## src/rtl/sha_pkg.sv

```systemverilog
// ----------------------------------------------------------------------------
// SHA-256 package
// Shared constants, types and round functions of the SHA-256 block hash.
// ----------------------------------------------------------------------------
package sha_pkg;

  localparam int WORD_W      = 32;
  localparam int BLOCK_WORDS = 16;
  localparam int HASH_WORDS  = 8;
  localparam int ROUNDS      = 64;
  localparam int QUEUE_DEPTH = 2;

  localparam int WIDX_W  = $clog2(BLOCK_WORDS);
  localparam int HIDX_W  = $clog2(HASH_WORDS);
  localparam int RND_W   = $clog2(ROUNDS);
  localparam int QPTR_W  = $clog2(QUEUE_DEPTH);
  localparam int QCNT_W  = $clog2(QUEUE_DEPTH + 1);

  typedef logic [WORD_W-1:0] word_t;
  typedef logic [HASH_WORDS-1:0][WORD_W-1:0] hash_t;
  typedef logic [BLOCK_WORDS-1:0][WORD_W-1:0] block_words_t;

  localparam hash_t INIT_HASH = {
    32'h5be0cd19, 32'h1f83d9ab, 32'h9b05688c, 32'h510e527f,
    32'ha54ff53a, 32'h3c6ef372, 32'hbb67ae85, 32'h6a09e667
  };

  typedef struct packed {
    block_words_t words;
    logic         reload;
    logic         fin;
  } sha_block_t;

  typedef enum logic [1:0] {
    ST_IDLE,
    ST_ROUND,
    ST_ADD,
    ST_EMIT
  } sha_state_t;

  function automatic word_t big_s0(input word_t x);
    return ((x >> 2) | (x << 30)) ^ ((x >> 13) | (x << 19)) ^ ((x >> 22) | (x << 10));
  endfunction

  function automatic word_t big_s1(input word_t x);
    return ((x >> 6) | (x << 26)) ^ ((x >> 11) | (x << 21)) ^ ((x >> 25) | (x << 7));
  endfunction

  function automatic word_t small_s0(input word_t x);
    return ((x >> 7) | (x << 25)) ^ ((x >> 18) | (x << 14)) ^ (x >> 3);
  endfunction

  function automatic word_t small_s1(input word_t x);
    return ((x >> 17) | (x << 15)) ^ ((x >> 19) | (x << 13)) ^ (x >> 10);
  endfunction

  function automatic word_t round_k(input logic [RND_W-1:0] t);
    word_t k;
    unique case (t)
      6'd0:  k = 32'h428a2f98;  6'd1:  k = 32'h71374491;
      6'd2:  k = 32'hb5c0fbcf;  6'd3:  k = 32'he9b5dba5;
      6'd4:  k = 32'h3956c25b;  6'd5:  k = 32'h59f111f1;
      6'd6:  k = 32'h923f82a4;  6'd7:  k = 32'hab1c5ed5;
      6'd8:  k = 32'hd807aa98;  6'd9:  k = 32'h12835b01;
      6'd10: k = 32'h243185be;  6'd11: k = 32'h550c7dc3;
      6'd12: k = 32'h72be5d74;  6'd13: k = 32'h80deb1fe;
      6'd14: k = 32'h9bdc06a7;  6'd15: k = 32'hc19bf174;
      6'd16: k = 32'he49b69c1;  6'd17: k = 32'hefbe4786;
      6'd18: k = 32'h0fc19dc6;  6'd19: k = 32'h240ca1cc;
      6'd20: k = 32'h2de92c6f;  6'd21: k = 32'h4a7484aa;
      6'd22: k = 32'h5cb0a9dc;  6'd23: k = 32'h76f988da;
      6'd24: k = 32'h983e5152;  6'd25: k = 32'ha831c66d;
      6'd26: k = 32'hb00327c8;  6'd27: k = 32'hbf597fc7;
      6'd28: k = 32'hc6e00bf3;  6'd29: k = 32'hd5a79147;
      6'd30: k = 32'h06ca6351;  6'd31: k = 32'h14292967;
      6'd32: k = 32'h27b70a85;  6'd33: k = 32'h2e1b2138;
      6'd34: k = 32'h4d2c6dfc;  6'd35: k = 32'h53380d13;
      6'd36: k = 32'h650a7354;  6'd37: k = 32'h766a0abb;
      6'd38: k = 32'h81c2c92e;  6'd39: k = 32'h92722c85;
      6'd40: k = 32'ha2bfe8a1;  6'd41: k = 32'ha81a664b;
      6'd42: k = 32'hc24b8b70;  6'd43: k = 32'hc76c51a3;
      6'd44: k = 32'hd192e819;  6'd45: k = 32'hd6990624;
      6'd46: k = 32'hf40e3585;  6'd47: k = 32'h106aa070;
      6'd48: k = 32'h19a4c116;  6'd49: k = 32'h1e376c08;
      6'd50: k = 32'h2748774c;  6'd51: k = 32'h34b0bcb5;
      6'd52: k = 32'h391c0cb3;  6'd53: k = 32'h4ed8aa4a;
      6'd54: k = 32'h5b9cca4f;  6'd55: k = 32'h682e6ff3;
      6'd56: k = 32'h748f82ee;  6'd57: k = 32'h78a5636f;
      6'd58: k = 32'h84c87814;  6'd59: k = 32'h8cc70208;
      6'd60: k = 32'h90befffa;  6'd61: k = 32'ha4506ceb;
      6'd62: k = 32'hbef9a3f7;  6'd63: k = 32'hc67178f2;
    endcase
    return k;
  endfunction

endpackage

```

## src/rtl/sha_in_if.sv

```systemverilog
// ----------------------------------------------------------------------------
// SHA-256 message word channel
// Valid/ready channel that carries one message word and its block flags.
// ----------------------------------------------------------------------------
interface sha_in_if;
  logic        valid;
  logic        ready;
  logic [31:0] msg_word;
  logic        new_message;
  logic        final_block;

  modport source (output valid, output msg_word, output new_message, output final_block,
                  input ready);
  modport sink (input valid, input msg_word, input new_message, input final_block,
                output ready);
endinterface

```

## src/rtl/sha_out_if.sv

```systemverilog
// ----------------------------------------------------------------------------
// SHA-256 digest word channel
// Valid/ready channel that carries one digest word and its end marker.
// ----------------------------------------------------------------------------
interface sha_out_if;
  logic        valid;
  logic        ready;
  logic [31:0] digest_word;
  logic        last_word;

  modport source (output valid, output digest_word, output last_word, input ready);
  modport sink (input valid, input digest_word, input last_word, output ready);
endinterface

```

## src/rtl/sha_front.sv

```systemverilog
// ----------------------------------------------------------------------------
// SHA-256 front end
// Collects sixteen message words into a block and tags it with its flags.
// ----------------------------------------------------------------------------
module sha_front
  import sha_pkg::*;
(
  input  logic       clk,
  input  logic       rst,
  sha_in_if.sink     msg,
  output logic       push_valid,
  input  logic       push_ready,
  output sha_block_t push_block
);

  block_words_t      words;
  logic [WIDX_W-1:0] word_index;
  logic              reload_pending;
  logic              last_pos;
  logic              accept;

  assign last_pos   = (word_index == WIDX_W'(BLOCK_WORDS - 1));
  assign msg.ready  = !last_pos || push_ready;
  assign accept     = msg.valid && msg.ready;
  assign push_valid = msg.valid && last_pos;

  always_comb begin
    push_block.words     = words;
    push_block.words[BLOCK_WORDS-1] = msg.msg_word;
    push_block.reload    = reload_pending;
    push_block.fin       = msg.final_block;
  end

  always_ff @(posedge clk) begin
    if (rst) begin
      word_index     <= '0;
      reload_pending <= 1'b0;
    end else if (accept) begin
      word_index <= last_pos ? '0 : word_index + 1'b1;
      if (word_index == '0) begin
        reload_pending <= msg.new_message;
      end
    end
  end

  always_ff @(posedge clk) begin
    if (accept) begin
      words[word_index] <= msg.msg_word;
    end
  end

endmodule

```

## src/rtl/sha_queue.sv

```systemverilog
// ----------------------------------------------------------------------------
// SHA-256 block queue
// Short queue of complete blocks between the front end and the round engine.
// ----------------------------------------------------------------------------
module sha_queue
  import sha_pkg::*;
(
  input  logic       clk,
  input  logic       rst,
  input  logic       push_valid,
  output logic       push_ready,
  input  sha_block_t push_block,
  output logic       pop_valid,
  input  logic       pop_ready,
  output sha_block_t pop_block
);

  sha_block_t        entries [QUEUE_DEPTH];
  logic [QPTR_W-1:0] wr_ptr;
  logic [QPTR_W-1:0] rd_ptr;
  logic [QCNT_W-1:0] count;
  logic              do_push;
  logic              do_pop;

  assign push_ready = (count != QCNT_W'(QUEUE_DEPTH));
  assign pop_valid  = (count != '0);
  assign do_push    = push_valid && push_ready;
  assign do_pop     = pop_valid && pop_ready;
  assign pop_block  = entries[rd_ptr];

  always_ff @(posedge clk) begin
    if (rst) begin
      wr_ptr <= '0;
      rd_ptr <= '0;
      count  <= '0;
    end else begin
      if (do_push) begin
        wr_ptr <= (wr_ptr == QPTR_W'(QUEUE_DEPTH - 1)) ? '0 : wr_ptr + 1'b1;
      end
      if (do_pop) begin
        rd_ptr <= (rd_ptr == QPTR_W'(QUEUE_DEPTH - 1)) ? '0 : rd_ptr + 1'b1;
      end
      if (do_push && !do_pop) begin
        count <= count + 1'b1;
      end else if (do_pop && !do_push) begin
        count <= count - 1'b1;
      end
    end
  end

  always_ff @(posedge clk) begin
    if (do_push) begin
      entries[wr_ptr] <= push_block;
    end
  end

endmodule

```

## src/rtl/sha_core.sv

```systemverilog
// ----------------------------------------------------------------------------
// SHA-256 round engine
// Runs the 64 rounds on a queued block, updates the chaining hash and
// streams out the digest after a final block.
// ----------------------------------------------------------------------------
module sha_core
  import sha_pkg::*;
(
  input  logic       clk,
  input  logic       rst,
  input  logic       pop_valid,
  output logic       pop_ready,
  input  sha_block_t pop_block,
  sha_out_if.source  digest
);

  sha_state_t        state;
  sha_state_t        state_next;
  hash_t             chain;
  hash_t             vars;
  hash_t             vars_next;
  block_words_t      sched;
  word_t             sched_new;
  word_t             t1;
  word_t             t2;
  logic [RND_W-1:0]  rnd;
  logic [HIDX_W-1:0] emit_cnt;
  logic              fin;
  logic              out_valid;
  word_t             out_word;
  logic              out_last;
  logic              emit_load;
  logic              take;

  assign digest.valid       = out_valid;
  assign digest.digest_word = out_word;
  assign digest.last_word   = out_last;

  always_comb begin
    t1 = vars[7] + big_s1(vars[4]) + ((vars[4] & vars[5]) ^ (~vars[4] & vars[6]))
       + round_k(rnd) + sched[0];
    t2 = big_s0(vars[0]) + ((vars[0] & vars[1]) ^ (vars[0] & vars[2]) ^ (vars[1] & vars[2]));
    vars_next = {vars[6], vars[5], vars[4], vars[3] + t1, vars[2], vars[1], vars[0], t1 + t2};
    sched_new = small_s1(sched[14]) + sched[9] + small_s0(sched[1]) + sched[0];
  end

  always_ff @(posedge clk) begin
    if (rst) begin
      state <= ST_IDLE;
    end else begin
      state <= state_next;
    end
  end

  always_comb begin
    state_next = state;
    pop_ready  = 1'b0;
    emit_load  = 1'b0;
    take       = 1'b0;
    unique case (state)
      ST_IDLE: begin
        pop_ready = 1'b1;
        if (pop_valid) begin
          take       = 1'b1;
          state_next = ST_ROUND;
        end
      end
      ST_ROUND: begin
        if (rnd == RND_W'(ROUNDS - 1)) begin
          state_next = ST_ADD;
        end
      end
      ST_ADD: begin
        state_next = fin ? ST_EMIT : ST_IDLE;
      end
      ST_EMIT: begin
        if (!out_valid || digest.ready) begin
          emit_load = 1'b1;
          if (emit_cnt == HIDX_W'(HASH_WORDS - 1)) begin
            state_next = ST_IDLE;
          end
        end
      end
    endcase
  end

  always_ff @(posedge clk) begin
    if (rst) begin
      chain     <= INIT_HASH;
      out_valid <= 1'b0;
    end else begin
      if (take && pop_block.reload) begin
        chain <= INIT_HASH;
      end else if (state == ST_ADD) begin
        for (int i = 0; i < HASH_WORDS; i++) begin
          chain[i] <= chain[i] + vars[i];
        end
      end
      if (emit_load) begin
        out_valid <= 1'b1;
      end else if (digest.ready) begin
        out_valid <= 1'b0;
      end
    end
  end

  always_ff @(posedge clk) begin
    if (take) begin
      sched <= pop_block.words;
      vars  <= pop_block.reload ? INIT_HASH : chain;
      fin   <= pop_block.fin;
      rnd   <= '0;
    end else if (state == ST_ROUND) begin
      sched <= {sched_new, sched[BLOCK_WORDS-1:1]};
      vars  <= vars_next;
      rnd   <= rnd + 1'b1;
    end
    if (state == ST_ADD) begin
      emit_cnt <= '0;
    end else if (emit_load) begin
      emit_cnt <= emit_cnt + 1'b1;
    end
    if (emit_load) begin
      out_word <= chain[emit_cnt];
      out_last <= (emit_cnt == HIDX_W'(HASH_WORDS - 1));
    end
  end

endmodule

```

## src/rtl/sha256_block_hash.sv

```systemverilog
// ----------------------------------------------------------------------------
// SHA-256 block hash
// Top level: front end, block queue and round engine.
// ----------------------------------------------------------------------------
// Words of a padded message enter one per accepted request, sixteen to a
// block. new_message on a block's first word restarts from the standard
// initial hash; final_block on its sixteenth word makes the block emit the
// eight digest words afterwards, most significant first, the eighth marked
// by last_word. The round engine takes in each block in a load state, runs
// the 64 rounds at one per cycle and then adds the result into the
// chaining hash; after a final block it also hands out the digest words.
// A two-block queue sits between the word collector and the round engine,
// so the next blocks are taken in while one is compressed and while digest
// words wait to be taken.
module sha256_block_hash
  import sha_pkg::*;
(
  input logic       clk,
  input logic       rst,
  sha_in_if.sink    msg,
  sha_out_if.source digest
);

  logic       push_valid;
  logic       push_ready;
  sha_block_t push_block;
  logic       pop_valid;
  logic       pop_ready;
  sha_block_t pop_block;

  sha_front u_front (
    .clk        (clk),
    .rst        (rst),
    .msg        (msg),
    .push_valid (push_valid),
    .push_ready (push_ready),
    .push_block (push_block)
  );

  sha_queue u_queue (
    .clk        (clk),
    .rst        (rst),
    .push_valid (push_valid),
    .push_ready (push_ready),
    .push_block (push_block),
    .pop_valid  (pop_valid),
    .pop_ready  (pop_ready),
    .pop_block  (pop_block)
  );

  sha_core u_core (
    .clk       (clk),
    .rst       (rst),
    .pop_valid (pop_valid),
    .pop_ready (pop_ready),
    .pop_block (pop_block),
    .digest    (digest)
  );

endmodule

```

## src/flat_wrapper.sv

```systemverilog
// flat-port wrapper written by rule: the top's interface ports become plain ports
module sha256_block_hash_flat import sha_pkg::*;
  (clk, rst, msg_valid, msg_msg_word, msg_new_message, msg_final_block, msg_ready, digest_valid, digest_digest_word, digest_last_word, digest_ready);
  sha_in_if msg_i ();
  sha_out_if digest_i ();
  input logic clk;
  input logic rst;
  input wire logic [$bits(msg_i.valid)-1:0] msg_valid;
  input wire logic [$bits(msg_i.msg_word)-1:0] msg_msg_word;
  input wire logic [$bits(msg_i.new_message)-1:0] msg_new_message;
  input wire logic [$bits(msg_i.final_block)-1:0] msg_final_block;
  output wire logic [$bits(msg_i.ready)-1:0] msg_ready;
  output wire logic [$bits(digest_i.valid)-1:0] digest_valid;
  output wire logic [$bits(digest_i.digest_word)-1:0] digest_digest_word;
  output wire logic [$bits(digest_i.last_word)-1:0] digest_last_word;
  input wire logic [$bits(digest_i.ready)-1:0] digest_ready;
  assign msg_i.valid = msg_valid;
  assign msg_i.msg_word = msg_msg_word;
  assign msg_i.new_message = msg_new_message;
  assign msg_i.final_block = msg_final_block;
  assign msg_ready = msg_i.ready;
  assign digest_valid = digest_i.valid;
  assign digest_digest_word = digest_i.digest_word;
  assign digest_last_word = digest_i.last_word;
  assign digest_i.ready = digest_ready;
  sha256_block_hash u_core (.clk(clk), .rst(rst), .msg(msg_i), .digest(digest_i));
endmodule
```

## config.mk

```make
export PLATFORM = sky130hd
export DESIGN_NAME = sha256_block_hash_flat
export DESIGN_NICKNAME = d
export VERILOG_FILES = /design/src/rtl/sha_pkg.sv /design/src/rtl/sha_in_if.sv /design/src/rtl/sha_out_if.sv /design/src/rtl/sha_front.sv /design/src/rtl/sha_queue.sv /design/src/rtl/sha_core.sv /design/src/rtl/sha256_block_hash.sv /design/src/flat_wrapper.sv
export SDC_FILE = /design/constraint.sdc
export NUM_CORES = 2
export LEC_CHECK = 0
export BUFFER_PORTS_ARGS = -buffer_cell sky130_fd_sc_hd__buf_2
export CORE_MARGIN = 3
export CORE_UTILIZATION = 55
export DETAILED_ROUTE_END_ITERATION = 10
export GPL_ROUTABILITY_DRIVEN = 0
export HOLD_SLACK_MARGIN = 0.1
export PLACE_DENSITY = 0.71
export SETUP_SLACK_MARGIN = 0.5
export SLEW_MARGIN = 15
export SYNTH_ARGS = -nofsm -noshare
export SYNTH_HDL_FRONTEND = slang
export SYNTH_HIERARCHICAL = 1
export SYNTH_SLANG_ARGS = --single-unit
```

## constraint.sdc

```tcl
create_clock -name clk -period 44.1 [get_ports clk]
set_clock_uncertainty 0.2 [all_clocks]
set_input_delay 4.41 -clock clk [delete_from_list [all_inputs] [get_ports clk]]
set_output_delay 4.41 -clock clk [all_outputs]
set_load 0.03 [all_outputs]
```

==> flow_metrics.py <==
metrics = {
    "drt": {
        "wl_per_cell_um": 24.2,
        "vias": 80905,
        "drc": 2,
        "drt_first_pass_iters": 11,
        "drt_iter0_drc": 9190,
        "antenna_left": 0,
        "vias_per_cell": 6.01,
        "wl_mm": 326,
    },
    "timing": {
        "post-route-min-period_ps": 9040,
        "worstMarginPinSlew_ps": 1210,
        "max_freq_mhz": 111,
        "post-route-period-util_pct": 20.5,
        "tns_ps": 0,
        "grt_setup_unrepaired": "no",
        "setup_viol": 0,
        "hold_violations": 0,
        "worst_slew_margin_rel_pct": 19.5,
        "slew_viol_final": 0,
    },
    "floorplanning": {
        "rows": 176,
        "die_x_um": 488,
        "initial_core_util_pct": 55.4,
        "die_area_mm2": 0.238,
        "die_y_um": 488,
        "io_pins": 73,
        "core_area_mm2": 0.230,
    },
    "synth": {
        "synth_ff_type": "edfxtp_1",
        "syn_nets": 10932,
        "synth_cells": 10301,
        "ys_ff_latch": 2620,
        "ys_types": 85,
        "synth_edf_count": 2310,
        "seq_area_frac_synth_pct": 59.3,
        "yosysWarnings": 6,
        "async_flop_share_pct": 0,
        "syn_area_per_cell_um2": 12.4,
        "synth.cell_area_mm2": 0.128,
    },
    "cells_and_area": {
        "fillers": 17524,
        "area_growth_pct": 8.75,
        "nets": 10858,
        "drive_gt1_share_pct": 11.8,
    },
    "global_routing": {
        "grt_overflow_total": 0,
        "grt_max_degree": 181,
        "grt_pass1_wl_mm": 490,
        "grt_pass1_vias": 79760,
        "grt_util_all_layers_pct": 27.0,
        "antenna_found_initial": 12,
    },
    "clock_tree": {
        "cts_buffer_depth": 4,
        "clk_latency_ps": 940,
        "cts.sinks": 2620,
        "post-cts-setup-buffers": 0,
        "cts_buffers": 287,
        "cts_tree": "yes",
        "cts-root-buf": "clkbuf_16",
        "clk_pin_slew_ps": 60,
        "cts-resized-gates": 0,
        "htreeDepth": 5,
        "cts.hold.buffers_added": 0,
    },
    "worst_hold_path": {
        "hold_class": "reg -> reg",
        "holdPathStages": 0,
    },
    "critical_path": {
        "setup.worst_path.end_class": "flip-flop",
        "worstPathRequired_ps": 44520,
        "cpPeakStageDelay_ps": 540,
        "start_kind": "flip-flop",
        "crit_top_cell": "fa_1",
        "arrival_ps": 9460,
        "critPathKind": "reg -> reg",
        "crit_fanout": 5,
        "critPathSlowestCell": "o31ai_1",
        "r2r_cells": 30,
    },
    "run_status": {
        "status": "complete, but fails checks",
        "violations": "DRC",
    },
    "job": {
        "max_cap_viol_count": 0,
    },
    "place": {
        "port_buffers": 72,
        "dp_hpwl_mm": 213,
    },
}
cell type report:
class	count	area, um2	share of cell area, %
timing repair buffer	163	1110	0.797
inverter	485	1840	1.33
tap	3026	3790	2.73
clock inverter	134	1090	0.786
multi-input combinational	6670	47700	34.4
clock buffer	351	7560	5.45
sequential	2620	75600	54.5
antenna	3	7.51	0.00541
cell families (layout without fill, tap and decap cells):
| group | after synthesis | in the layout | synth area share [%] |
|---|---|---|---|
| muxes | 656 | 656 | 7.68 |
| and+or+nand+nor | 3106 | 3106 | 10.3 |
| other | 0 | 3 | 0 |
| xor gates and xnor gates | 574 | 574 | 3.94 |
| adders and majority gates | 597 | 597 | 7.00 |
| AOI/OAI and AO/OA | 1737 | 1737 | 8.42 |
| buffers and inverters | 1011 | 1133 | 3.45 |
| DFF | 2620 | 2620 | 59.3 |
metrics by stage:
stage                     instance area (um2)  util, %  hold slack [ps]  std cells  worst slack [ps]
after floorplan                        128000        -              221      10301             26570
after global placement                 130000     56.5              221      12964             35020
after detailed placement               130000     56.5              230      12964             34880
after CTS                              139000     60.2              206      13449             35210
after global routing                   139000     60.2              212      13451             34710
final                                  139000     60.2              211      13452             35060
cells in the mapped netlist (23+ instances only):
cell type     n  area (um2)
edfxtp_1   2310       69400
nand2_1    2244        8420
o21ai_0     515        2580
a21oi_1     492        2460
inv_1       482        1810
mux2_4      460        6910
clkbuf_1    407        1530
ha_1        398        4980
xnor2_1     340        2980
dfxtp_1     310        6210
nor2_1      285        1070
xor2_1      234        2050
a21o_1      200        1500
fa_1        195        3900
nand3b_1    124         931
o211ai_1    107         803
nor3_1      100         500
mux2_2       96        1080
nand3_1      93         465
nand2b_1     69         432
mux4_2       65        1460
o21a_1       60         450
a211oi_1     59         443
o21bai_1     51         383
nor2b_1      47         294
a31oi_1      40         250
and3_1       39         244
buf_4        36         270
mux2i_1      35         350
buf_6        32         360
buf_1        24        90.1
o31ai_1      24         180
o311ai_0     23         201
final timing paths:
check,end,slack (ps),from
setup reg to reg,u_core/u_core/vars[31],35060,u_core/u_core/vars[129]
setup / recovery,u_core/u_core/vars[31],35060,u_core/u_core/vars[129]
hold reg to reg,u_core/u_queue/entries[1][352],210,u_core/u_front/push_block[352]
hold / removal,u_core/u_queue/entries[1][352],210,u_core/u_front/push_block[352]
worst max-delay path, delay by kind of cell (launching register included):
kind / cells / cell delay [ps]
AO/OA/AOI/OAI: 15 / 3970
adder cells (fa/ha/maj): 7 / 3000
buffers and inverters: 3 / 170
multiplexers: 1 / 310
XOR/XNOR: 3 / 520
AND/OR/NAND/NOR: 1 / 70
flip-flops: 1 / 500
placed cells by master (no fill, tap or decap), types with 21 or more instances in the layout:
cell type,Yosys,layout
clkinv_1,3,53
a211oi_1,59,59
buf_4,36,86
clkbuf_1,407,54
nand2b_1,69,68
o31ai_1,24,24
a21oi_1,492,491
nand2_1,2244,2242
ha_1,398,398
buf_2,7,72
fa_1,195,195
nor2b_1,47,45
clkbuf_16,0,290
nand3_1,93,93
o311ai_0,23,23
xor2_1,234,234
o21ai_0,515,514
clkinv_2,0,45
nand4_1,21,21
mux2_4,460,460
o21bai_1,51,51
mux2i_1,35,35
edfxtp_1,2310,2310
mux4_2,65,65
nor2_1,285,276
nand3b_1,124,124
inv_1,482,480
and3_1,39,36
or3_1,22,22
dfxtp_1,310,307
mux2_2,96,95
o211ai_1,107,107
o21a_1,60,60
a31oi_1,40,40
nor3_1,100,97
xnor2_1,340,340
a21o_1,200,199
sequential cells by signal (all words and copies together), names as in the netlist, named ones only:
register                          count
u_core/u_core/state                   2
u_core/u_queue/wr_ptr                 1
u_core/u_core/rnd                     6
u_core/u_queue/entries             1028
u_core/u_queue/rd_ptr                 1
u_core/u_core/vars                  256
u_core/u_front/reload_pending         1
u_core/u_core/digest.valid            1
u_core/u_core/fin                     1
u_core/u_core/emit_cnt                3
u_core/u_core/sched                 512
u_core/u_core/digest.digest_word     32
u_core/u_front/push_block           480
u_core/u_core/digest.last_word        1
u_core/u_core/chain                 256
u_core/u_queue/count                  2
u_core/u_front/word_index             4
layer usage:
| metal | part of all wire (%) | vias to the layer above | track usage (%) |
|---|---|---|---|
| met5 | 0.016 | - | 0 |
| met4 | 4.8 | 8 | 11.7 |
| met3 | 7.4 | 792 | 4.23 |
| met2 | 48 | 3572 | 44.1 |
| met1 | 40 | 40095 | 35.9 |
| li1 | - | 36438 | - |
Power is not shown: default switching activity piles up to over one toggle a cycle in this logic, so the estimate is an artifact.
